<file path="config.mk">
export PLATFORM = sky130hd
export DESIGN_NAME = name_table_insert_search_delete
export DESIGN_NICKNAME = d
export VERILOG_FILES = /design/src/sv/nt_pkg.sv /design/src/sv/name_table_insert_search_delete.sv /design/src/sv/nt_ctrl.sv /design/src/sv/nt_dp.sv
export SDC_FILE = /design/constraint.sdc
export NUM_CORES = 2
export LEC_CHECK = 0
export BUFFER_PORTS_ARGS = -buffer_cell sky130_fd_sc_hd__buf_2
export CORE_MARGIN = 4
export CORE_UTILIZATION = 50
export DETAILED_ROUTE_END_ITERATION = 6
export GPL_TIMING_DRIVEN = 0
export PLACE_DENSITY = 0.77
export SYNTH_ARGS = -nofsm -noshare
export SYNTH_HDL_FRONTEND = slang
export SYNTH_SLANG_ARGS = --single-unit
</file>
<file path="constraint.sdc">
create_clock -name clk -period 6.2 [get_ports clk]
set_input_delay 0.62 -clock clk [delete_from_list [all_inputs] [get_ports clk]]
set_output_delay 0.62 -clock clk [all_outputs]
set_load 0.02 [all_outputs]
</file>
<file path="src/sv/nt_pkg.sv">
// shared constants, codes and control types for the name table
package nt_pkg;

  localparam int TABLE_DEPTH = 16;
  localparam int KEY_BYTES   = 8;

  localparam int KEY_W  = 8 * KEY_BYTES;
  localparam int IDX_W  = (TABLE_DEPTH > 1) ? $clog2(TABLE_DEPTH) : 1;
  localparam int CNT_W  = $clog2(TABLE_DEPTH + 1);
  localparam int KIND_W = 2;
  localparam int STAT_W = 2;
  localparam int SLOT_W = 4;
  localparam int USED_W = 5;
  localparam int NAME_W = 64;

  typedef enum logic [KIND_W-1:0] {
    KIND_INSERT = 2'd0,
    KIND_DELETE = 2'd1,
    KIND_SEARCH = 2'd2,
    KIND_NONE   = 2'd3
  } kind_t;

  typedef enum logic [STAT_W-1:0] {
    ST_DONE = 2'd0,
    ST_MISS = 2'd1,
    ST_FULL = 2'd2
  } status_t;

  typedef enum logic [2:0] {
    S_IDLE,
    S_INS,
    S_SCAN,
    S_LAST,
    S_MOVE,
    S_DONE,
    S_MISS,
    S_FULL
  } state_t;

  typedef struct packed {
    logic    load;
    logic    insert;
    logic    scan_step;
    logic    rd_last;
    logic    move;
    logic    respond;
    status_t status;
  } ctl_t;

  typedef struct packed {
    logic hit;
    logic last;
    logic empty;
    logic full;
  } sts_t;

endpackage

</file>
<file path="src/sv/name_table_insert_search_delete.sv">
// name table: insert appends, search finds first match, delete swaps in last entry
// insert steps through S_INS and S_DONE; refused insert: S_FULL, unused kind: S_MISS
// search: scans from slot 0 to the first match or the last entry; empty table: S_MISS
// delete: search, then S_LAST reads the last entry and S_MOVE moves it into the hole
// busy drops in the cycle out_strobe is high, so a new word is taken right away
// synchronous active-low reset empties the table; store contents are left as they are
module name_table_insert_search_delete (
  input  logic                        clk,
  input  logic                        rst_n,
  input  logic                        start,
  output logic                        busy,
  input  logic [nt_pkg::KIND_W-1:0]   in_kind,
  input  logic [nt_pkg::NAME_W-1:0]   in_key_name,
  output logic                        out_strobe,
  output logic [nt_pkg::STAT_W-1:0]   out_status,
  output logic [nt_pkg::SLOT_W-1:0]   out_slot_index,
  output logic [nt_pkg::USED_W-1:0]   out_entries_used
);

  nt_pkg::ctl_t ctl;
  nt_pkg::sts_t sts;

  nt_ctrl u_ctrl (
    .clk   (clk),
    .rst_n (rst_n),
    .start (start),
    .kind  (nt_pkg::kind_t'(in_kind)),
    .sts   (sts),
    .ctl   (ctl),
    .busy  (busy)
  );

  nt_dp u_dp (
    .clk              (clk),
    .rst_n            (rst_n),
    .key_name         (in_key_name),
    .ctl              (ctl),
    .sts              (sts),
    .out_strobe       (out_strobe),
    .out_status       (out_status),
    .out_slot_index   (out_slot_index),
    .out_entries_used (out_entries_used)
  );

endmodule

</file>
<file path="src/sv/nt_ctrl.sv">
// request sequencer for the name table
module nt_ctrl (
  input  logic            clk,
  input  logic            rst_n,
  input  logic            start,
  input  nt_pkg::kind_t   kind,
  input  nt_pkg::sts_t    sts,
  output nt_pkg::ctl_t    ctl,
  output logic            busy
);

  nt_pkg::state_t state_r, state_nxt;
  nt_pkg::kind_t  kind_r, kind_nxt;

  always_ff @(posedge clk) begin
    if (!rst_n) begin
      state_r <= nt_pkg::S_IDLE;
      kind_r  <= nt_pkg::KIND_NONE;
    end else begin
      state_r <= state_nxt;
      kind_r  <= kind_nxt;
    end
  end

  always_comb begin
    state_nxt = state_r;
    kind_nxt  = kind_r;
    case (state_r)
      nt_pkg::S_IDLE: begin
        if (start) begin
          kind_nxt = kind;
          case (kind)
            nt_pkg::KIND_INSERT: state_nxt = sts.full ? nt_pkg::S_FULL : nt_pkg::S_INS;
            nt_pkg::KIND_DELETE,
            nt_pkg::KIND_SEARCH: state_nxt = sts.empty ? nt_pkg::S_MISS : nt_pkg::S_SCAN;
            default:             state_nxt = nt_pkg::S_MISS;
          endcase
        end
      end
      nt_pkg::S_INS: state_nxt = nt_pkg::S_DONE;
      nt_pkg::S_SCAN: begin
        if (sts.hit) begin
          state_nxt = (kind_r == nt_pkg::KIND_DELETE) ? nt_pkg::S_LAST : nt_pkg::S_DONE;
        end else if (sts.last) begin
          state_nxt = nt_pkg::S_MISS;
        end
      end
      nt_pkg::S_LAST: state_nxt = nt_pkg::S_MOVE;
      nt_pkg::S_MOVE: state_nxt = nt_pkg::S_DONE;
      nt_pkg::S_DONE,
      nt_pkg::S_MISS,
      nt_pkg::S_FULL: state_nxt = nt_pkg::S_IDLE;
      default:        state_nxt = nt_pkg::S_IDLE;
    endcase
  end

  always_comb begin
    ctl        = '0;
    ctl.status = nt_pkg::ST_MISS;
    busy       = 1'b1;
    case (state_r)
      nt_pkg::S_IDLE: begin
        busy     = 1'b0;
        ctl.load = start;
      end
      nt_pkg::S_INS:  ctl.insert = 1'b1;
      nt_pkg::S_SCAN: ctl.scan_step = !(sts.hit || sts.last);
      nt_pkg::S_LAST: ctl.rd_last = 1'b1;
      nt_pkg::S_MOVE: ctl.move = 1'b1;
      nt_pkg::S_DONE: begin
        ctl.respond = 1'b1;
        ctl.status  = nt_pkg::ST_DONE;
      end
      nt_pkg::S_MISS: begin
        ctl.respond = 1'b1;
        ctl.status  = nt_pkg::ST_MISS;
      end
      nt_pkg::S_FULL: begin
        ctl.respond = 1'b1;
        ctl.status  = nt_pkg::ST_FULL;
      end
      default: busy = 1'b1;
    endcase
  end

endmodule

</file>
<file path="src/sv/nt_dp.sv">
// key store, scan pointer, entry count and result registers
module nt_dp (
  input  logic                        clk,
  input  logic                        rst_n,
  input  logic [nt_pkg::NAME_W-1:0]   key_name,
  input  nt_pkg::ctl_t                ctl,
  output nt_pkg::sts_t                sts,
  output logic                        out_strobe,
  output logic [nt_pkg::STAT_W-1:0]   out_status,
  output logic [nt_pkg::SLOT_W-1:0]   out_slot_index,
  output logic [nt_pkg::USED_W-1:0]   out_entries_used
);

  logic [nt_pkg::KEY_W-1:0] mem [nt_pkg::TABLE_DEPTH];

  logic [nt_pkg::KEY_W-1:0]  key_r;
  logic [nt_pkg::KEY_W-1:0]  rd_data_r;
  logic [nt_pkg::IDX_W-1:0]  idx_r;
  logic [nt_pkg::IDX_W-1:0]  cmp_idx_r;
  logic                      cmp_vld_r;
  logic [nt_pkg::IDX_W-1:0]  slot_r;
  logic [nt_pkg::CNT_W-1:0]  count_r;
  logic                      strobe_r;
  logic [nt_pkg::STAT_W-1:0] status_r;
  logic [nt_pkg::SLOT_W-1:0] oslot_r;
  logic [nt_pkg::USED_W-1:0] oused_r;

  logic [nt_pkg::CNT_W-1:0]  last_w;
  logic [nt_pkg::IDX_W-1:0]  rd_addr;
  logic                      hit;

  assign last_w  = count_r - nt_pkg::CNT_W'(1);
  assign rd_addr = ctl.rd_last ? last_w[nt_pkg::IDX_W-1:0] : idx_r;
  assign hit     = cmp_vld_r && (rd_data_r == key_r);

  assign sts.hit   = hit;
  assign sts.last  = cmp_vld_r && (nt_pkg::CNT_W'(cmp_idx_r) == last_w);
  assign sts.empty = (count_r == '0);
  assign sts.full  = (count_r == nt_pkg::CNT_W'(nt_pkg::TABLE_DEPTH));

  // key store
  always_ff @(posedge clk) begin
    rd_data_r <= mem[rd_addr];
    if (ctl.insert) begin
      mem[count_r[nt_pkg::IDX_W-1:0]] <= key_r;
    end else if (ctl.move) begin
      mem[slot_r] <= rd_data_r;
    end
  end

  always_ff @(posedge clk) begin
    if (ctl.load) begin
      key_r <= key_name[nt_pkg::KEY_W-1:0];
    end
    if (ctl.load) begin
      idx_r <= '0;
    end else if (ctl.scan_step) begin
      idx_r <= idx_r + nt_pkg::IDX_W'(1);
    end
    cmp_idx_r <= idx_r;
    if (hit) begin
      slot_r <= cmp_idx_r;
    end else if (ctl.insert) begin
      slot_r <= count_r[nt_pkg::IDX_W-1:0];
    end
    status_r <= ctl.status;
    oslot_r  <= (ctl.status == nt_pkg::ST_DONE) ? nt_pkg::SLOT_W'(slot_r) : '0;
    oused_r  <= nt_pkg::USED_W'(count_r);
  end

  always_ff @(posedge clk) begin
    if (!rst_n) begin
      count_r   <= '0;
      cmp_vld_r <= 1'b0;
      strobe_r  <= 1'b0;
    end else begin
      cmp_vld_r <= ctl.scan_step;
      strobe_r  <= ctl.respond;
      if (ctl.insert) begin
        count_r <= count_r + nt_pkg::CNT_W'(1);
      end else if (ctl.move) begin
        count_r <= last_w;
      end
    end
  end

  assign out_strobe       = strobe_r;
  assign out_status       = status_r;
  assign out_slot_index   = oslot_r;
  assign out_entries_used = oused_r;

endmodule

</file>
Word level (Yosys, flattened, before mapping)
Memory sizes are Yosys's and may differ from the RTL's. A register that Yosys moved wholly into a read port is not among the register bits.
Cells that the tools add are included.
{ "classes": {"add_sub_neg": 3, "eq_ne": 15, "mux": 28, "n_reduce_logical": 16} }
{ "ops": {"columns": ["op", "count"], "rows": [
  ["equality test 64 bit", 1],
  ["two-way mux 64 bit", 1],
  ["OR reduction 64 bit", 1],
  ["two-way mux 3 bit", 6],
  ["two-way mux 4 bit", 4],
  ["one-hot mux 3 bit (5 select lines)", 1],
  ["equality test 3 bit (second input constant)", 4],
  ["two-way mux 1 bit", 12],
  ["two-way mux 5 bit", 2],
  ["one-hot mux 3 bit (3 select lines)", 1],
  ["equality test 3 x 2 -> 1 bit (second input constant)", 2],
  ["one-hot mux 3 bit (2 select lines)", 1],
  ["adder 5 x 1 -> 5 bit (second input constant)", 1],
  ["equality test 4 x 5 -> 1 bit", 1],
  ["equality test 5 bit (second input constant)", 1],
  ["zero test 5 bit", 1],
  ["subtractor 5 x 1 -> 5 bit (second input constant)", 1],
  ["adder 4 x 1 -> 4 bit (second input constant)", 1],
  ["equality test 2 x 1 -> 1 bit (second input constant)", 2],
  ["zero test 2 bit", 2],
  ["AND reduction 2 bit", 2],
  ["nonzero test 2 bit", 2],
  ["OR reduction 2 bit", 2],
  ["equality test 3 x 1 -> 1 bit (second input constant)", 1],
  ["8 further kinds", 9]
]} }
{ "totals": {"reg_bits": 99, "mem_bits_rw": 1024, "inputBits": 69, "out_inout_bits": 13, "word_cells": 75, "n_memories": 1} }
{ "mem_list": {"columns": ["name", "depth", "width", "rd", "rd_clocked_by_memory_dff", "wr", "line_no", "source"], "rows": [
  ["u_dp.mem", 16, 64, 1, 1, 1, "nt_dp.sv:14", "logic [nt_pkg::KEY_W-1:0] mem [nt_pkg::TABLE_DEPTH];"]
]} }

Depth between registers and ports, before layout
{ "logic_depth": {"word_depth": 7, "ltp_mapped": 12, "ltp_nobuf": 9} }

Hierarchy
Synthesis repeated with hierarchy kept, for this count alone.
{ "unflattened": {"hier_cells": 2592, "hier_area_um2": 47428.0} }
{ "by_module_without_submodules": {"columns": ["module", "instances", "cells_each", "area_each_um2"], "rows": [
  ["nt_dp", 1, 2542, 47016.3],
  ["nt_ctrl", 1, 50, 411.6]
]} }

Least setup slack after synthesis
No wires, ideal clock.
{ "synth_timing": {"path_kind": "register -> register", "start": "register u_ctrl.state_r[0]", "end": "memory u_dp.mem[7][0] in the netlist's numbering, enable pin", "t_arrival_ps": 4159, "required_time_ps": 5713, "setup_slack_ps": 1555, "path_stages_with_launch": 6, "path_buffers": 1, "synth_period_minus_slack_ps": 4645, "path_cell_list": "dfxtp_1 -> clkbuf_1 -> or3b_2 -> nor3_1 -> a31oi_1 -> nor2_1"} }
{ "synth_via": {"elab_chain_len": 7, "word_cells_on_any_way": 12, "cone_classes": "2 x eq/ne; 9 x mux; 1 x reduce/logical"} }
{ "synth_lines": {"columns": ["element", "line_no", "source"], "rows": [
  ["start: declaration", "nt_ctrl.sv:12", "nt_pkg::state_t state_r, state_nxt;"],
  ["start signal: assignment", "nt_ctrl.sv:17", "state_r <= nt_pkg::S_IDLE;"],
  ["start signal: assignment", "nt_ctrl.sv:20", "state_r <= state_nxt;"],
  ["equality test 3 bit", "nt_ctrl.sv:61", "case (state_r)"],
  ["two-way mux 1 bit", "nt_ctrl.sv:61", null],
  ["two-way mux 1 bit", "nt_dp.sv:46", "end else if (ctl.move) begin"],
  ["two-way mux 1 bit", "nt_dp.sv:44", "if (ctl.insert) begin"],
  ["two-way mux 1 bit (implied by the code)", "nt_dp.sv:47", "mem[slot_r] <= rd_data_r;"],
  ["OR reduction 64 bit (no line)", null, null],
  ["two-way mux 4 bit (no line) or two-way mux 1 bit (tied branches)", null, null],
  ["end: declaration", "nt_dp.sv:14", null]
]} }
Several ways; a longest one is shown, not always the timed one.

Worst setup path after layout
{ "layout_timing": {"start": "register u_dp.count_r[0] in the netlist's numbering", "end": "register u_dp.rd_data_r[53] in the netlist's numbering (read register of u_dp.mem)"} }
{ "layout_via": {"elab_chain_len": 2} }
{ "layout_lines": {"columns": ["element", "line_no", "source"], "rows": [
  ["start: declaration", "nt_dp.sv:22", "logic [nt_pkg::CNT_W-1:0] count_r;"],
  ["start signal: assignment", "nt_dp.sv:80", "count_r <= count_r + nt_pkg::CNT_W'(1);"],
  ["start signal: assignment", "nt_dp.sv:82", "count_r <= last_w;"],
  ["subtractor 5 x 1 -> 5 bit", "nt_dp.sv:32", "assign last_w = count_r - nt_pkg::CNT_W'(1);"],
  ["two-way mux 4 bit", "nt_dp.sv:33", "assign rd_addr = ctl.rd_last ? last_w[nt_pkg::IDX_W-1:0] : idx_r;"],
  ["end: declaration", "nt_dp.sv:17", "logic [nt_pkg::KEY_W-1:0] rd_data_r;"]
]} }
No other way between the ends.
A chain may end at the register's enable or synchronous reset.

==> parameters.txt <==
Parameter                              Value

Outcome
  Result of the run    finished, violations left
  Failing checks    DRC

Detailed routing
  Number of remaining DRC errors    2
  First-pass iteration count of the detailed router    7
  Routed vias/inst    6.28
  Number of DRC markers in iteration 0    4,382
  WL final    130 mm
  Via count    29,900
  Average wire per standard cell    27.3 um
  Count of antenna-violating nets left after detailed routing    0

Clock tree
  Count of cells resized by post-cts repair    0
  TritonCTS buffer count    113
  Clock slew at reported path FFs    0.07 ns
  Number of hold buffers added after CTS    0
  Number of levels the H-tree was split into    3
  Clock net sink count    1,187
  Root Driver    clkbuf_16
  Number of buffers added for setup after CTS    0
  CTS Buffer Depth    3
  Clock latency on the worst-skew pair    0.71 ns
  CTS tree    done

Setup path
  Reg2Reg Depth    12
  Critical Path Sink Type    register
  Worst EP required    6.75 ns
  Critical path data arrival time    4.93 ns
  Buffering stage count on the worst path with inverters included    6
  Worst setup SP type    register
  Maximum fanout encountered on the critical timing path    10
  R2R Setup Slk    1.82 ns
  Number of cells on the critical path    12
  Kind of cell adding the most delay to the critical path    buffers and inverters
  Source of the worst register-to-register timing path    u_dp.count_r[0]
  Startpoint of the worst setup timing path    u_dp.count_r[0]
  Classification of the worst setup path    reg2reg
  Reg2reg end    u_dp.rd_data_r[53]
  Standard cell with the maximum stage delay on the critical path    mux2i_4
  Delay contributed by the slowest stage of the critical path    0.59 ns
  Cell-by-cell listing of the critical path    inv_1 > ha_1 > clkbuf_1 > inv_1 > mux2i_4 > buf_4 > buf_2 > buf_2 > nand2_1 > a31oi_1 > a211oi_1 > a21oi_1
  Capturing instance or port of the critical path    u_dp.rd_data_r[53]

Yosys
  Share of flip-flops with an asynchronous set or reset after synthesis    0%
  Total standard cell area after synthesis    0.0467 mm^2
  Biggest area consumer among synthesized cells    edfxtp_1
  Most instantiated flip-flop cell in the synthesis netlist    edfxtp_1
  Number of synthesized flops with an enable pin    1,092
  Share of the synthesized area in the top cell type    70.2%
  Instance count of the mapped netlist    3,188
  Cell types occupying the most area after synthesis    edfxtp_1 70%, a211oi_1 7.2%, dfxtp_1 4.1%, nand2_1 3.5%, mux2i_1 2.8%
  Number of flip-flops and latches in the synthesized netlist    1,187
  Seq/Total Area, Yosys    74.3%
  Average instance area after synthesis    14.7 um^2
  Syn_nets    3,263
  Most common cell in the netlist    edfxtp_1
  Distinct cell type count of the synthesized netlist    55
  Count of synthesis-stage warnings from yosys    0
  Top cell types by occurrence after synthesis    1,092 x edfxtp_1, 451 x a211oi_1, 439 x nand2_1, 164 x clkbuf_1, 147 x and2_1

Timing
  Worst hold slack after final layout    0.0803 ns
  Final setup violation count    0
  Slack of the critical path    1.82 ns
  Pin slew with the least headroom to its limit    1.46 ns
  Setup Skew    0.0533 ns
  Relative slew slack    2.54%
  Setup repair after global routing missed its margin    false
  Final hold violation count    0
  Upper clock frequency limit    228 MHz
  Pins over their slew limit    0
  Minimum clock period after layout    4.38 ns
  Share of the clock period used by the worst path    70.7%

Cells and area
  Final Cell Area    0.0535 mm^2
  Area taken by multi-input logic gates    0.0111 mm^2
  Storage cell area    0.0347 mm^2
  Number of nets in the layout    3,503
  Share of post-route cells with drive strength above 1    10.4%
  Non-filler cells in the finished layout    4,770
  Filler Cell Count    6,813
  Area growth, synth to finish    14.6%

Global routing
  Maximum number of pins on one net before global-route repair    36
  Total routing resource utilization after global routing    26.0%
  Total congestion overflow after global routing    0
  Antenna violations before repair    2
  Via count of the first global-routing pass    29,400
  First-pass GRT wire length    189 mm

Die
  Area enclosed by the die boundary    0.0984 mm^2
  Die extent in x    314 um
  Ports    82
  Initial core utilization    50.6%
  Core area    0.0922 mm^2
  Die height    314 um
  Row count    111

Min path
  Worst hold path type    in2reg

Power
  NetSw    8940 uW
  Overall power consumption    25,900 uW
  Combinational cell fraction of total power    28.2%
  Cell Int Power    17,000 uW
  P_leak    0.0181 uW
  Maximum vdd drop    0.274 mV
  Switching share of power    34.5%
  Total power per unit cell area    484 mW/mm^2
  Share of power burned in registers    43.9%
  Clk pwr share    27.8%

Placement
  Total half-perimeter wirelength after legalization and detailed placement    83.5 mm
  Placed cell areas    0.0496 mm^2
  Weighted congestion reported at the end of routability-driven placement    0.864
  Number of cells in the design after placement    4,556
  Number of port buffers    81
  Worst setup slack before clock tree synthesis    1.97 ns

Job
  Max_cap viols    0
[cell type report]
type                       instances  area share (%)
antenna                            1         0.00468
buffer                           219            1.84
clock buffer                     151            5.74
clock inverter                    62            1.54
inverter                          25           0.180
multi-input combinational       1757            20.7
sequential                      1187            64.8
tap                             1243            2.91
timing repair buffer             125            2.28
[registers in the layout (all words and copies together), names as in the netlist, 2 cells and up]
register               cells
u_ctrl.state_r             3
u_dp.idx_r                 4
u_dp.key_r                64
u_dp.mem                1024
u_dp.out_slot_index        4
u_dp.rd_data_r            64
u_dp.cmp_idx_r             4
u_dp.count_r               5
u_ctrl.kind_r              2
u_dp.slot_r                4
u_dp.out_status            2
u_dp.out_entries_used      5
[layout by cell type (no fill, tap or decap), types with 10 or more instances in the layout]
master	n
nor3_1	10
nand2_1	439
buf_12	29
and2_0	113
edfxtp_1	1092
bufinv_16	17
xnor2_1	38
a31oi_1	136
clkinv_1	15
nand4_1	11
o21ai_1	11
clkbuf_2	10
a21oi_1	136
mux2i_1	132
clkbuf_1	192
dfxtp_1	95
buf_2	101
clkinv_2	16
nor2_1	22
inv_1	24
xor2_1	20
a211oi_1	451
and2_1	147
buf_4	18
clkbuf_8	10
clkbuf_16	113
nor2_4	16
[layer usage]
metal | routed length (um) | vias up | part of all wire, % | global-route usage, %
li1 | - | 12700 | - | -
met1 | 48300 | 14800 | 37 | 35.6
met2 | 59000 | 2119 | 45 | 40.3
met3 | 17900 | 338 | 14 | 7.13
met4 | 5130 | 2 | 3.9 | 9.77
met5 | 25 | - | 0.019 | 0
[power groups by stage]
stage	Sequential (uW)	Combinational (uW)	Clock, uW
floorplan	11400	4150	0
global placement	11600	6600	0
global route	11400	7740	7550
finish	11400	7310	7210
detailed placement	11500	7060	0
CTS	11400	7130	7210
[kinds of logic (layout without fill, tap and decap cells)]
logic type / after synthesis / after routing / share of synthesized area, %
compound gates: 766 / 766 / 11.2
xor+xnor: 58 / 58 / 1.09
fa+ha+maj: 6 / 6 / 0.161
buf+inv: 244 / 582 / 2.31
flops: 1187 / 1187 / 74.3
mux: 136 / 136 / 2.95
other cells: 0 / 1 / 0
simple gates: 791 / 791 / 8.06
[per-stage QoR]
stage / TNS [ns] / utilization (%)
detailed placement: 0 / 53.8
CTS: 0 / 58.0
floorplan: 0 / -
finish: 0 / 58.0
global route: 0 / 58.0
global placement: -1607.11 / 52.8
[how the worst min path moves through the flow]
stage                    start                        to  cells after the start
6_report       in_key_name[57]            u_dp.key_r[57]                      1
5_1_grt        in_key_name[57]            u_dp.key_r[57]                      1
4_1_cts        in_key_name[57]            u_dp.key_r[57]                      1
3_5_place_dp   u_dp.count_r[3]  u_dp.out_entries_used[3]                      0
3_3_place_gp   u_dp.count_r[3]  u_dp.out_entries_used[3]                      0
2_1_floorplan  u_dp.count_r[3]  u_dp.out_entries_used[3]                      0
No activity file was read; power rests on OpenSTA's default activity.
